**src/hw/rtl/arpc_pkg.sv**
```systemverilog
// ----------------------------------------------------------------------------
// arpc_pkg
// shared types and constants of the arp cache and responder
// ----------------------------------------------------------------------------
package arpc_pkg;

  localparam int unsigned EntriesDflt = 16;
  localparam int unsigned CfgIdxW     = 2;
  localparam int unsigned CfgDataW    = 48;

  localparam logic [10:0] ArpMinLen = 11'd28;
  localparam logic [15:0] OpRequest = 16'd1;
  localparam logic [47:0] BcastMac  = {6{8'hFF}};

  typedef enum logic [CfgIdxW-1:0] {
    REG_OWN_IP  = 2'd0,
    REG_OWN_MAC = 2'd1,
    REG_LINK_EN = 2'd2
  } cfg_reg_e;

  typedef struct packed {
    logic        kind;
    logic [31:0] ip;
    logic [47:0] snd_mac;
    logic [31:0] tgt_ip;
    logic [15:0] arp_opcode;
    logic [10:0] packet_length;
  } in_beat_t;

  typedef struct packed {
    logic        hit;
    logic [47:0] found_mac;
    logic        send_arp;
    logic        send_is_reply;
    logic [47:0] tx_dest_mac;
    logic [31:0] tx_target_ip;
  } out_beat_t;

  typedef struct packed {
    logic [31:0] ip;
    logic [47:0] mac;
  } entry_t;

endpackage

```
**src/hw/rtl/arpc_in_if.sv**
```systemverilog
// ----------------------------------------------------------------------------
// arpc_in_if
// input channel: lookup or received arp packet beats
// ----------------------------------------------------------------------------
interface arpc_in_if;
  logic               valid;
  logic               ready;
  arpc_pkg::in_beat_t data;

  modport source (output valid, output data, input ready);
  modport sink   (input valid, input data, output ready);
endinterface

```
**src/hw/rtl/arpc_out_if.sv**
```systemverilog
// ----------------------------------------------------------------------------
// arpc_out_if
// output channel: one result beat per input beat
// ----------------------------------------------------------------------------
interface arpc_out_if;
  logic                valid;
  logic                ready;
  arpc_pkg::out_beat_t data;

  modport source (output valid, output data, input ready);
  modport sink   (input valid, input data, output ready);
endinterface

```
**src/hw/rtl/arpc_table.sv**
```systemverilog
// ----------------------------------------------------------------------------
// arpc_table
// binding store: ip/mac memory with registered read, valid bits in flops
// ----------------------------------------------------------------------------
module arpc_table #(
  parameter int unsigned CACHE_ENTRIES = arpc_pkg::EntriesDflt,
  localparam int unsigned IdxW = (CACHE_ENTRIES > 1) ? $clog2(CACHE_ENTRIES) : 1
) (
  input  logic                 clk_i,
  input  logic                 rst_ni,
  input  logic                 rd_en_i,
  input  logic [IdxW-1:0]      rd_addr_i,
  output arpc_pkg::entry_t     rd_entry_o,
  output logic                 rd_valid_o,
  input  logic                 wr_en_i,
  input  logic [IdxW-1:0]      wr_addr_i,
  input  arpc_pkg::entry_t     wr_entry_i
);

  arpc_pkg::entry_t         mem_q [CACHE_ENTRIES];
  logic [CACHE_ENTRIES-1:0] valid_q;
  arpc_pkg::entry_t         rd_entry_q;
  logic                     rd_valid_q;

  always_ff @(posedge clk_i) begin
    if (wr_en_i) begin
      mem_q[wr_addr_i] <= wr_entry_i;
    end
    if (rd_en_i) begin
      rd_entry_q <= mem_q[rd_addr_i];
      rd_valid_q <= valid_q[rd_addr_i];
    end
  end

  always_ff @(posedge clk_i or negedge rst_ni) begin
    if (!rst_ni) begin
      valid_q <= '0;
    end else if (wr_en_i) begin
      valid_q[wr_addr_i] <= 1'b1;
    end
  end

  assign rd_entry_o = rd_entry_q;
  assign rd_valid_o = rd_valid_q;

endmodule

```
**src/hw/rtl/arp_cache_and_responder_unit.sv**
```systemverilog
// ----------------------------------------------------------------------------
// arp_cache_and_responder_unit
// ipv4-to-mac cache with lookup, learning and arp reply/request decisions
// ----------------------------------------------------------------------------
// each beat is scanned against the table one entry per cycle, each registered
//   read compared with it, then a learned binding is written back in the
//   finish step; a new beat is taken only in the idle state
// the result register lets the next beat start while a result waits
// reset clears all valid bits and the config registers at once, no sweep
// ----------------------------------------------------------------------------
module arp_cache_and_responder_unit #(
  parameter int unsigned CACHE_ENTRIES = arpc_pkg::EntriesDflt
) (
  input  logic                          clk_i,
  input  logic                          rst_ni,
  input  logic                          cfg_we_i,
  input  logic [arpc_pkg::CfgIdxW-1:0]  cfg_idx_i,
  input  logic [arpc_pkg::CfgDataW-1:0] cfg_wdata_i,
  arpc_in_if.sink                       req_i,
  arpc_out_if.source                    rsp_o
);

  localparam int unsigned IdxW = (CACHE_ENTRIES > 1) ? $clog2(CACHE_ENTRIES) : 1;
  localparam int unsigned CntW = $clog2(CACHE_ENTRIES + 1);
  localparam logic [IdxW-1:0] LastIdx  = IdxW'(CACHE_ENTRIES - 1);
  localparam logic [CntW-1:0] EntryCnt = CntW'(CACHE_ENTRIES);

  typedef enum logic [2:0] {
    ST_IDLE = 3'b001,
    ST_SCAN = 3'b010,
    ST_FIN  = 3'b100
  } state_e;

  state_e state_q, state_d;

  logic [31:0] own_ip_q;
  logic        link_en_q;

  arpc_pkg::in_beat_t  item_q;
  logic [CntW-1:0]     scan_q, scan_d;
  logic                cmp_vld_q, cmp_vld_d;
  logic [IdxW-1:0]     cmp_idx_q, cmp_idx_d;
  logic                hit_q, hit_d;
  logic [IdxW-1:0]     hit_idx_q, hit_idx_d;
  logic [47:0]         hit_mac_q, hit_mac_d;
  logic                empty_q, empty_d;
  logic [IdxW-1:0]     empty_idx_q, empty_idx_d;

  arpc_pkg::out_beat_t out_q, out_d;
  logic                out_valid_q;

  logic                rd_en;
  arpc_pkg::entry_t    rd_entry;
  logic                rd_valid;
  logic                wr_en;
  logic [IdxW-1:0]     wr_addr;
  arpc_pkg::entry_t    wr_entry;

  logic req_fire;
  logic out_load;
  logic learn;
  logic reply_ok;
  logic match;

  // config registers
  always_ff @(posedge clk_i or negedge rst_ni) begin
    if (!rst_ni) begin
      own_ip_q  <= '0;
      link_en_q <= 1'b0;
    end else if (cfg_we_i) begin
      case (arpc_pkg::cfg_reg_e'(cfg_idx_i))
        arpc_pkg::REG_OWN_IP:  own_ip_q  <= cfg_wdata_i[31:0];
        arpc_pkg::REG_OWN_MAC: ; // used by frame building outside
        arpc_pkg::REG_LINK_EN: link_en_q <= cfg_wdata_i[0];
        default: ;
      endcase
    end
  end

  assign req_i.ready = (state_q == ST_IDLE);
  assign req_fire    = req_i.valid && req_i.ready;
  assign out_load    = (state_q == ST_FIN) && (!out_valid_q || rsp_o.ready);

  assign rd_en = (state_q == ST_SCAN) && (scan_q < EntryCnt);
  assign match = cmp_vld_q && rd_valid && (rd_entry.ip == item_q.ip);

  arpc_table #(
    .CACHE_ENTRIES (CACHE_ENTRIES)
  ) u_table (
    .clk_i      (clk_i),
    .rst_ni     (rst_ni),
    .rd_en_i    (rd_en),
    .rd_addr_i  (scan_q[IdxW-1:0]),
    .rd_entry_o (rd_entry),
    .rd_valid_o (rd_valid),
    .wr_en_i    (wr_en),
    .wr_addr_i  (wr_addr),
    .wr_entry_i (wr_entry)
  );

  // scan sequencer
  always_comb begin
    state_d     = state_q;
    scan_d      = scan_q;
    cmp_vld_d   = 1'b0;
    cmp_idx_d   = cmp_idx_q;
    hit_d       = hit_q;
    hit_idx_d   = hit_idx_q;
    hit_mac_d   = hit_mac_q;
    empty_d     = empty_q;
    empty_idx_d = empty_idx_q;
    case (state_q)
      ST_IDLE: begin
        if (req_fire) begin
          state_d = ST_SCAN;
          scan_d  = '0;
          hit_d   = 1'b0;
          empty_d = 1'b0;
        end
      end
      ST_SCAN: begin
        if (rd_en) begin
          scan_d    = scan_q + CntW'(1);
          cmp_vld_d = 1'b1;
          cmp_idx_d = scan_q[IdxW-1:0];
        end
        if (match && !hit_q) begin
          hit_d     = 1'b1;
          hit_idx_d = cmp_idx_q;
          hit_mac_d = rd_entry.mac;
        end
        if (cmp_vld_q && !rd_valid && !empty_q) begin
          empty_d     = 1'b1;
          empty_idx_d = cmp_idx_q;
        end
        if (cmp_vld_q && (cmp_idx_q == LastIdx)) begin
          state_d = ST_FIN;
        end
      end
      ST_FIN: begin
        if (out_load) begin
          state_d = ST_IDLE;
        end
      end
      default: state_d = ST_IDLE;
    endcase
  end

  // result and write-back
  assign learn    = item_q.kind && (item_q.packet_length >= arpc_pkg::ArpMinLen);
  assign reply_ok = learn && (item_q.arp_opcode == arpc_pkg::OpRequest) &&
                    (item_q.tgt_ip == own_ip_q) && link_en_q;

  assign wr_en        = out_load && learn;
  assign wr_addr      = hit_q ? hit_idx_q : (empty_q ? empty_idx_q : '0);
  assign wr_entry.ip  = item_q.ip;
  assign wr_entry.mac = item_q.snd_mac;

  always_comb begin
    out_d = '0;
    if (!item_q.kind) begin
      if (hit_q) begin
        out_d.hit       = 1'b1;
        out_d.found_mac = hit_mac_q;
      end else if (link_en_q) begin
        out_d.send_arp     = 1'b1;
        out_d.tx_dest_mac  = arpc_pkg::BcastMac;
        out_d.tx_target_ip = item_q.ip;
      end
    end else if (reply_ok) begin
      out_d.send_arp      = 1'b1;
      out_d.send_is_reply = 1'b1;
      out_d.tx_dest_mac   = item_q.snd_mac;
      out_d.tx_target_ip  = item_q.ip;
    end
  end

  always_ff @(posedge clk_i or negedge rst_ni) begin
    if (!rst_ni) begin
      state_q     <= ST_IDLE;
      scan_q      <= '0;
      cmp_vld_q   <= 1'b0;
      out_valid_q <= 1'b0;
    end else begin
      state_q   <= state_d;
      scan_q    <= scan_d;
      cmp_vld_q <= cmp_vld_d;
      if (out_load) begin
        out_valid_q <= 1'b1;
      end else if (rsp_o.ready) begin
        out_valid_q <= 1'b0;
      end
    end
  end

  always_ff @(posedge clk_i) begin
    if (req_fire) begin
      item_q <= req_i.data;
    end
    if (out_load) begin
      out_q <= out_d;
    end
    cmp_idx_q   <= cmp_idx_d;
    hit_q       <= hit_d;
    hit_idx_q   <= hit_idx_d;
    hit_mac_q   <= hit_mac_d;
    empty_q     <= empty_d;
    empty_idx_q <= empty_idx_d;
  end

  assign rsp_o.valid = out_valid_q;
  assign rsp_o.data  = out_q;

  // assertions
  a_rsp_from_fin: assert property (@(posedge clk_i) disable iff (!rst_ni)
    $rose(out_valid_q) |-> $past(state_q == ST_FIN))
    else $error("result raised outside the finish step");

  a_wr_in_fin: assert property (@(posedge clk_i) disable iff (!rst_ni)
    wr_en |-> (state_q == ST_FIN))
    else $error("table written outside the finish step");

  a_cmp_in_scan: assert property (@(posedge clk_i) disable iff (!rst_ni)
    cmp_vld_q |-> (state_q == ST_SCAN))
    else $error("compare beat outside the scan");

  a_hit_xor_send: assert property (@(posedge clk_i) disable iff (!rst_ni)
    out_valid_q |-> !(out_q.hit && out_q.send_arp))
    else $error("hit and transmit asserted together");

endmodule
```
**src/flat_wrapper.sv**
```systemverilog
// flat-port wrapper written by rule: the top's interface ports become plain ports
module arp_cache_and_responder_unit_flat 
#(
  parameter int unsigned CACHE_ENTRIES = arpc_pkg::EntriesDflt
)
  (clk_i, rst_ni, cfg_we_i, cfg_idx_i, cfg_wdata_i, req_i_valid, req_i_data, req_i_ready, rsp_o_valid, rsp_o_data, rsp_o_ready);
  arpc_in_if req_i_i ();
  arpc_out_if rsp_o_i ();
  input  logic clk_i;
  input  logic rst_ni;
  input  logic cfg_we_i;
  input  logic [arpc_pkg::CfgIdxW-1:0] cfg_idx_i;
  input  logic [arpc_pkg::CfgDataW-1:0] cfg_wdata_i;
  input wire logic [$bits(req_i_i.valid)-1:0] req_i_valid;
  input wire logic [$bits(req_i_i.data)-1:0] req_i_data;
  output wire logic [$bits(req_i_i.ready)-1:0] req_i_ready;
  output wire logic [$bits(rsp_o_i.valid)-1:0] rsp_o_valid;
  output wire logic [$bits(rsp_o_i.data)-1:0] rsp_o_data;
  input wire logic [$bits(rsp_o_i.ready)-1:0] rsp_o_ready;
  assign req_i_i.valid = req_i_valid;
  assign req_i_i.data = req_i_data;
  assign req_i_ready = req_i_i.ready;
  assign rsp_o_valid = rsp_o_i.valid;
  assign rsp_o_data = rsp_o_i.data;
  assign rsp_o_i.ready = rsp_o_ready;
  arp_cache_and_responder_unit #(.CACHE_ENTRIES(CACHE_ENTRIES)) u_core (.clk_i(clk_i), .rst_ni(rst_ni), .cfg_we_i(cfg_we_i), .cfg_idx_i(cfg_idx_i), .cfg_wdata_i(cfg_wdata_i), .req_i(req_i_i), .rsp_o(rsp_o_i));
endmodule
```
**config.mk**
```make
export PLATFORM = sky130hd
export DESIGN_NAME = arp_cache_and_responder_unit_flat
export DESIGN_NICKNAME = d
export VERILOG_FILES = /design/src/hw/rtl/arpc_pkg.sv /design/src/hw/rtl/arpc_in_if.sv /design/src/hw/rtl/arpc_out_if.sv /design/src/hw/rtl/arpc_table.sv /design/src/hw/rtl/arp_cache_and_responder_unit.sv /design/src/flat_wrapper.sv
export SDC_FILE = /design/constraint.sdc
export NUM_CORES = 1
export LEC_CHECK = 0
export ABC_AREA = 0
export BUFFER_PORTS_ARGS = -buffer_cell sky130_fd_sc_hd__buf_2
export CAP_MARGIN = 0
export CORE_ASPECT_RATIO = 0.9
export CORE_MARGIN = 4
export CORE_UTILIZATION = 37
export DETAILED_ROUTE_END_ITERATION = 10
export SYNTH_ARGS = -nofsm -noshare
export SYNTH_HDL_FRONTEND = slang
export SYNTH_SLANG_ARGS = --single-unit
```
**constraint.sdc**
```tcl
create_clock -name clk_i -period 9.6 [get_ports clk_i]
set_input_delay 1.92 -clock clk_i [delete_from_list [all_inputs] [get_ports clk_i]]
set_output_delay 1.92 -clock clk_i [all_outputs]
set_load 0.05 [all_outputs]
```
==> summary.md, run 1 <==
| Metric | Value |
|---|---|
| Status | completed |
| CORE AREA | 0.174 sq mm |
| Vias in the first global route | 30300 |
| TritonCTS clock tree | yes |
| Crit Reg-Reg Endpoint | u_core.hit_mac_q[44] |
| Post-layout min period | 4.57 ns |
| Area of the mapped netlist | 0.0646 sq mm |
| Largest net degree at the start of global routing | 150 |
| CTS Buf Count | 179 |
| Synth unique cells | 44 |
| Hold Startpoint | u_core.u_table.rd_entry_o[9] |
| Initial DRC Count | 2968 |
| Critical path's largest stage delay | 0.88 ns |
| Worst-Margin Slew | 1.18 ns |
| Syn avg cell area | 24.1 sq um |
| Area leader, netlist | edfxtp_1 |
| Share of post-route cells with drive strength above 1 | 0.334 |
| CP Data Arrival Time | 4.99 ns |
| First-pass GRT wire length | 215000 microns |
| Setup ws final | 5.03 ns |
| Hold depth | 0 |
| Crit-path leading delay family | buffers and inverters |
| Remaining antenna violation count | 0 |
| Final Hold Viols | 0 |
| DP Worst Slack | 4.19 ns |
| Latest clock arrival within the worst-skew pair | 0.80 ns |
| Layout Skew | 0.0333 ns |
| Slew Limit Fails | 0 |
| Wire length per cell | 26.9 microns |
| Number of max-cap violations | 0 |
| Crit Path Max Fanout | 46 |
| Setup violations, final | 0 |
| # IOs | 328 |
| DRT Wirelength | 149000 microns |
| Hpwl dp | 76700 microns |
| Power Density | 203 mW/mm^2 |
| DRT Pass-1 Iters | 5 |
| H-tree levels | 4 |
| RR Startpoint | u_core.item_q[108] |
| R2R depth | 6 |
| GRT Overall Usage | 0.163 |
| Final Cycle Share | 0.476 |
| Number of port buffers | 309 |
| CTS clk-pin slew, worst paths | 0.06 ns |
| Initial Util | 0.372 |
| Setup crit start kind | input port |
| Sequential fraction of the synthesis area | 0.809 |
| Slowest CP cell | buf_4 |
| Area contributors post-synth | edfxtp_1 (79%), mux4_2 (14%), dfrtp_1 (2.2%) |
| Height of the die | 405 microns |
| Post-CTS setup repair buffer count | 0 |
| Fmax | 219 MHz |
| Syn. warnings | 0 |
| Most frequent cells in the layout | edfxtp_1 (1692), mux4_2 (405), buf_2 (309), clkbuf_16 (184), dfrtp_1 (54) |
| Area delta synth->final | 15.9% |
| Initial antenna violation count | 9 |
| Setup_tns | 0 ns |
| Worst EP required | 10.01 ns |
| Bufs and invs on worst path | 3 |
| Final Util | 0.432 |
| Synth Register Bits | 1751 |
| RSZ-0062 raised after global routing | false |
| Min-Delay Path Class | flop to flop |
| Nets@finish | 3309 |
| Peak supply drop | 0.133 mV |
| Design area | 0.0749 sq mm |
| GP Congestion | 0.716 |
| # DRC | 0 |
| Syn Inst Count | 2684 |
| Die X | 449 microns |
| Dpl cell area | 0.0692 sq mm |
| Crit Path Class | input port to flop |
| Most used cell along the critical path | buf_4 |
| CTS max path bufs | 3 |
| Full die area | 0.181 sq mm |
| Clock root buffer | clkbuf_16 |
| Commonest non-fill, non-tap cell in the layout | edfxtp_1 |
| Max-slew headroom | 0.214 |
| CP Cell Sequence | buf_2 > nand2b_1 > nand3_1 > nor3_1 > nand2_1 > nor2_4 > buf_4 > buf_4 |
| R2R Setup Slk | 5.39 ns |
| Clk sinks | 1751 |
| Cts hold-fix bufs | 0 |
| Cts repair resizes | 0 |
| Critical Path Sink Type | flop |
| Via density | 5.22 |
| Remaining Overflow, GRT | 0 |
| Synth Net Count | 2880 |
| DR vias | 28900 |
| Post-synth top area share | 0.786 |
| # rows | 145 |
| Leakage power | 24.3 nW |
| WHS Endpoint | u_core.hit_mac_q[9] |
## how the worst max path moves through the flow
stage                      start                            to  cells after the start
6_report             rsp_o_ready  u_core.u_table.mem_q[13][42]                      8
5_1_grt              rsp_o_ready  u_core.u_table.mem_q[13][42]                      8
4_1_cts              rsp_o_ready  u_core.u_table.mem_q[13][42]                      8
3_5_place_dp         rsp_o_ready  u_core.u_table.mem_q[13][40]                      8
3_3_place_gp         rsp_o_ready  u_core.u_table.mem_q[13][72]                      8
2_1_floorplan  u_core.state_q[0]              u_core.scan_q[3]                      5
## where the power goes
group          leakage (nW)  internal (mW)  switching (mW)
sequential             16.1           8.29          0.0180
combinational          5.40         0.0694          0.0588
clock                  2.77           3.90            2.88
total                  24.3           12.3            2.96
## registers in the layout (all words and copies together) (netlist names), 3 cells and up
signal,count
u_core.u_table.mem_q,1280
u_core.item_q,138
u_core.rsp_o.data,131
u_core.u_table.rd_entry_o,80
u_core.hit_mac_q,48
u_core.own_ip_q,32
u_core.u_table.valid_q,16
u_core.scan_q,5
u_core.cmp_idx_q,4
u_core.empty_idx_q,4
u_core.hit_idx_q,4
u_core.state_q,3
## cells in the mapped netlist
cell type  count
dfstp_2        1
edfxtp_1    1692
and3b_1        2
nand3_1        5
nor2b_1        4
o32a_1         1
or4_1          2
and2_1        49
mux2_2        33
buf_1         18
inv_1         51
or4b_2         1
o21ai_0       53
nor2_1        24
buf_6          5
a21oi_1        5
xnor2_1       37
nand4b_1       1
clkbuf_1      56
nor3b_4        1
dfrtp_1       58
nand3b_1       3
buf_2         39
or3b_2         1
ha_1           1
a21boi_0      32
nor3_1         5
nand4_1       11
or2_2         10
buf_4          1
a22oi_1        1
mux4_2       405
and4b_1        1
and3_1         3
a31oi_1        2
nor4_1        11
nand2_1       11
o21bai_1       8
nor3b_1        4
nand2b_1       4
xor2_1        29
a41oi_1        1
mux2i_1        1
nor4_2         1
## cell type report
cell class / count / area, sq um
antenna: 4 / 10.0
clock buffer: 229 / 4820
clock inverter: 97 / 871
fill: 14600 / 98700
inverter: 51 / 199
multi-input combinational: 763 / 11800
sequential: 1751 / 52300
tap: 2278 / 2850
timing repair buffer: 367 / 2090
## cells by family after synthesis
group | after synthesis | share of synthesized area
DFF | 1751 | 0.809
AOI/OAI and AO/OA | 103 | 0.00973
xor gates and xnor gates | 66 | 0.00894
muxes | 439 | 0.147
buffers and inverters | 170 | 0.0113
and+or+nand+nor | 154 | 0.0141
adders and majority gates | 1 | 0.000194
## metrics by stage
stage,hold WS [ns],instances,total power [mW]
2_1_floorplan,0.400,2684,8.53
3_3_place_gp,0.401,5210,8.60
3_5_place_dp,0.405,5210,8.60
4_1_cts,0.407,5536,15.4
5_1_grt,0.422,5539,15.7
6_report,0.416,5540,15.2
## metal layers
layer	wire [microns]	global-route usage	vias up	share of wire
li1	-	-	12100	-
met1	63600	0.225	15700	0.43
met2	74300	0.269	864	0.50
met3	8000	0.0294	216	0.054
met4	3370	0.0440	2	0.023
met5	9	0	-	0.000060
No activity file was read; power rests on OpenSTA's default activity.
==> inputs of run 2 (changes only) <==
- clock period: 9.6 -> 4.5 ns (I/O delays scaled with it)
==> run 2 against run 1 <==
  * Count of clock-buffer cells in the layout rose by 2
  * Sequential power rose by 110%
  * Final area rose by 1.1%
  * Sequential cell count did not move
  * Die area did not move
  * Sequential share of layout area fell by 0.78 points
  * Wire length fell by 0.77%
  * Highest routed layer is now met4
  * Total power rose by 120%
  * Hold slack got worse by 0.17 ns
  * Final cell count rose by 0.72%
==> summary.md, run 2 (synthesized netlist as in run 1, its figures left out) <==
| Metric | Value |
|---|---|
| CTS Buf Count | 180 |
| Die X | 449 microns |
| Placed cell count | 5241 |
| Fmax | 286 MHz |
| Clock root buffer | clkbuf_16 |
| Setup crit start kind | flop |
| Number of port buffers | 309 |
| Power Density | 435 mW/mm^2 |
| Clk sinks | 1751 |
| Critical Path Sink Type | flop |
| Hpwl dp | 79100 microns |
| Setup violations, final | 0 |
| Initial antenna violation count | 12 |
| Via density | 5.17 |
| Non-Filler Instances | 5580 |
| Area delta synth->final | 17.2% |
| Crit Path Max Fanout | 24 |
| Initial Util | 0.372 |
| Number of max-cap violations | 0 |
| Biggest register | u_core.u_table.mem_q |
| Cts repair resizes | 0 |
| # rows | 145 |
| Peak supply drop | 0.265 mV |
| DR vias | 28900 |
| DRT Pass-1 Iters | 5 |
| # DRC | 0 |
| R2R depth | 5 |
| CP Data Arrival Time | 3.94 ns |
| Remaining antenna violation count | 0 |
| Initial DRC Count | 2936 |
| Largest register FFs | 1280 |
| Remaining Overflow, GRT | 0 |
| Dpl cell area | 0.0698 sq mm |
| Post-layout min period | 3.50 ns |
| Nets@finish | 3341 |
| Slew Limit Fails | 0 |
| Met1 GRT Util | 0.220 |
| Max-slew headroom | 0.213 |
| # IOs | 328 |
| Post-CTS setup repair buffer count | 0 |
| Fin Hold WS | 0.243 ns |
| Crit Path Class | flop to flop |
| Share of post-route cells with drive strength above 1 | 0.345 |
| GP Congestion | 0.737 |
| Commonest non-fill, non-tap cell in the layout | edfxtp_1 |
| Min-Delay Path Class | input port to async pin |
| CTS max path bufs | 3 |
| Setup_tns | 0 ns |
| H-tree levels | 4 |
| Met3 Resource Use GR | 0.0293 |
| Latest clock arrival within the worst-skew pair | 0.81 ns |
| Worst-Margin Slew | 1.18 ns |
| RSZ-0062 raised after global routing | false |
| Status | completed |
| GRT Overall Usage | 0.162 |
| RR Startpoint | u_core.hit_q |
| Met2 usage | 0.268 |
| Worst EP required | 4.94 ns |
| Most frequent cells in the layout | edfxtp_1 (1692), mux4_2 (405), buf_2 (309), clkbuf_16 (182), dfrtp_1 (54) |
| Cts hold-fix bufs | 0 |
| Layout Skew | 0.0384 ns |
| TritonCTS clock tree | yes |
| Final Hold Viols | 0 |
| Vias in the first global route | 30300 |
| Final Cycle Share | 0.778 |
| Design area | 0.0758 sq mm |
| Full die area | 0.181 sq mm |
| DRT Wirelength | 148000 microns |
| CTS clk-pin slew, worst paths | 0.06 ns |
| Height of the die | 405 microns |
| Largest net degree at the start of global routing | 81 |
| Wire length per cell | 26.5 microns |
| Leakage power | 24.6 nW |
| CORE AREA | 0.174 sq mm |
| First-pass GRT wire length | 213000 microns |
| Worst Setup SP | u_core.hit_q |
| GRT Max-Usage Layer | met2 |
[run 2: cell types whose count changed in the layout (fill, tap and decap cells not counted), sizes merged]
cell      previous run  this run
diode                4         6
bufinv              13        20
clkbuf             229       231
clkinvlp             3         5
inv                 57        60
buf                367       398
clkinv              75        68
[run 2: routing by layer]
layer / up-vias / wire (microns) / part of all wire
met5: - / 0 / 0
met4: 0 / 3730 / 0.025
met3: 215 / 7420 / 0.050
met2: 809 / 73700 / 0.50
met1: 15600 / 63300 / 0.43
li1: 12200 / - / -
[run 2: critical path, cell delays in order (launching register included)]
cell      delay, ns
edfxtp_1       0.60
and3b_1        0.24
a21oi_1        0.22
nand4b_1       0.46
nor2_4         1.06
buf_4          0.54
[run 2: final cells by class]
cell class	instances	area, sq um
clock buffer	231	4770
multi-input combinational	763	11800
antenna	6	15.0
fill	14500	97800
timing repair buffer	398	2680
sequential	1751	52300
tap	2278	2850
inverter	51	195
clock inverter	102	1180
[run 2: metrics by stage]
step                      utilization  setup WS [ns]  power, mW
after floorplan                     -          -1.22       18.2
after global placement          0.402          0.645       18.3
after detailed placement        0.402          0.658       18.4
after CTS                       0.436          0.975       33.3
after global routing            0.437          0.760       34.0
final                           0.437           1.00       33.0
[run 2: where the power goes]
group	switching (mW)	internal (mW)
Clock	6.27	8.70
Combinational	0.124	0.150
Sequential	0.0411	17.7
[run 2: final timing paths]
| path | end | slack, ns |
|---|---|---|
| hold reg to reg | u_core.hit_mac_q[42] | 0.42 |
| setup reg to reg | u_core.u_table.mem_q[8][8] | 1.0 |
| min in group clk_i | u_core.item_q[89] | 0.26 |
| max in group asynchronous | u_core.own_ip_q[17] | 3.47 |
| setup / recovery | u_core.u_table.mem_q[8][8] | 1.0 |
| hold / removal | u_core.own_ip_q[27] | 0.24 |
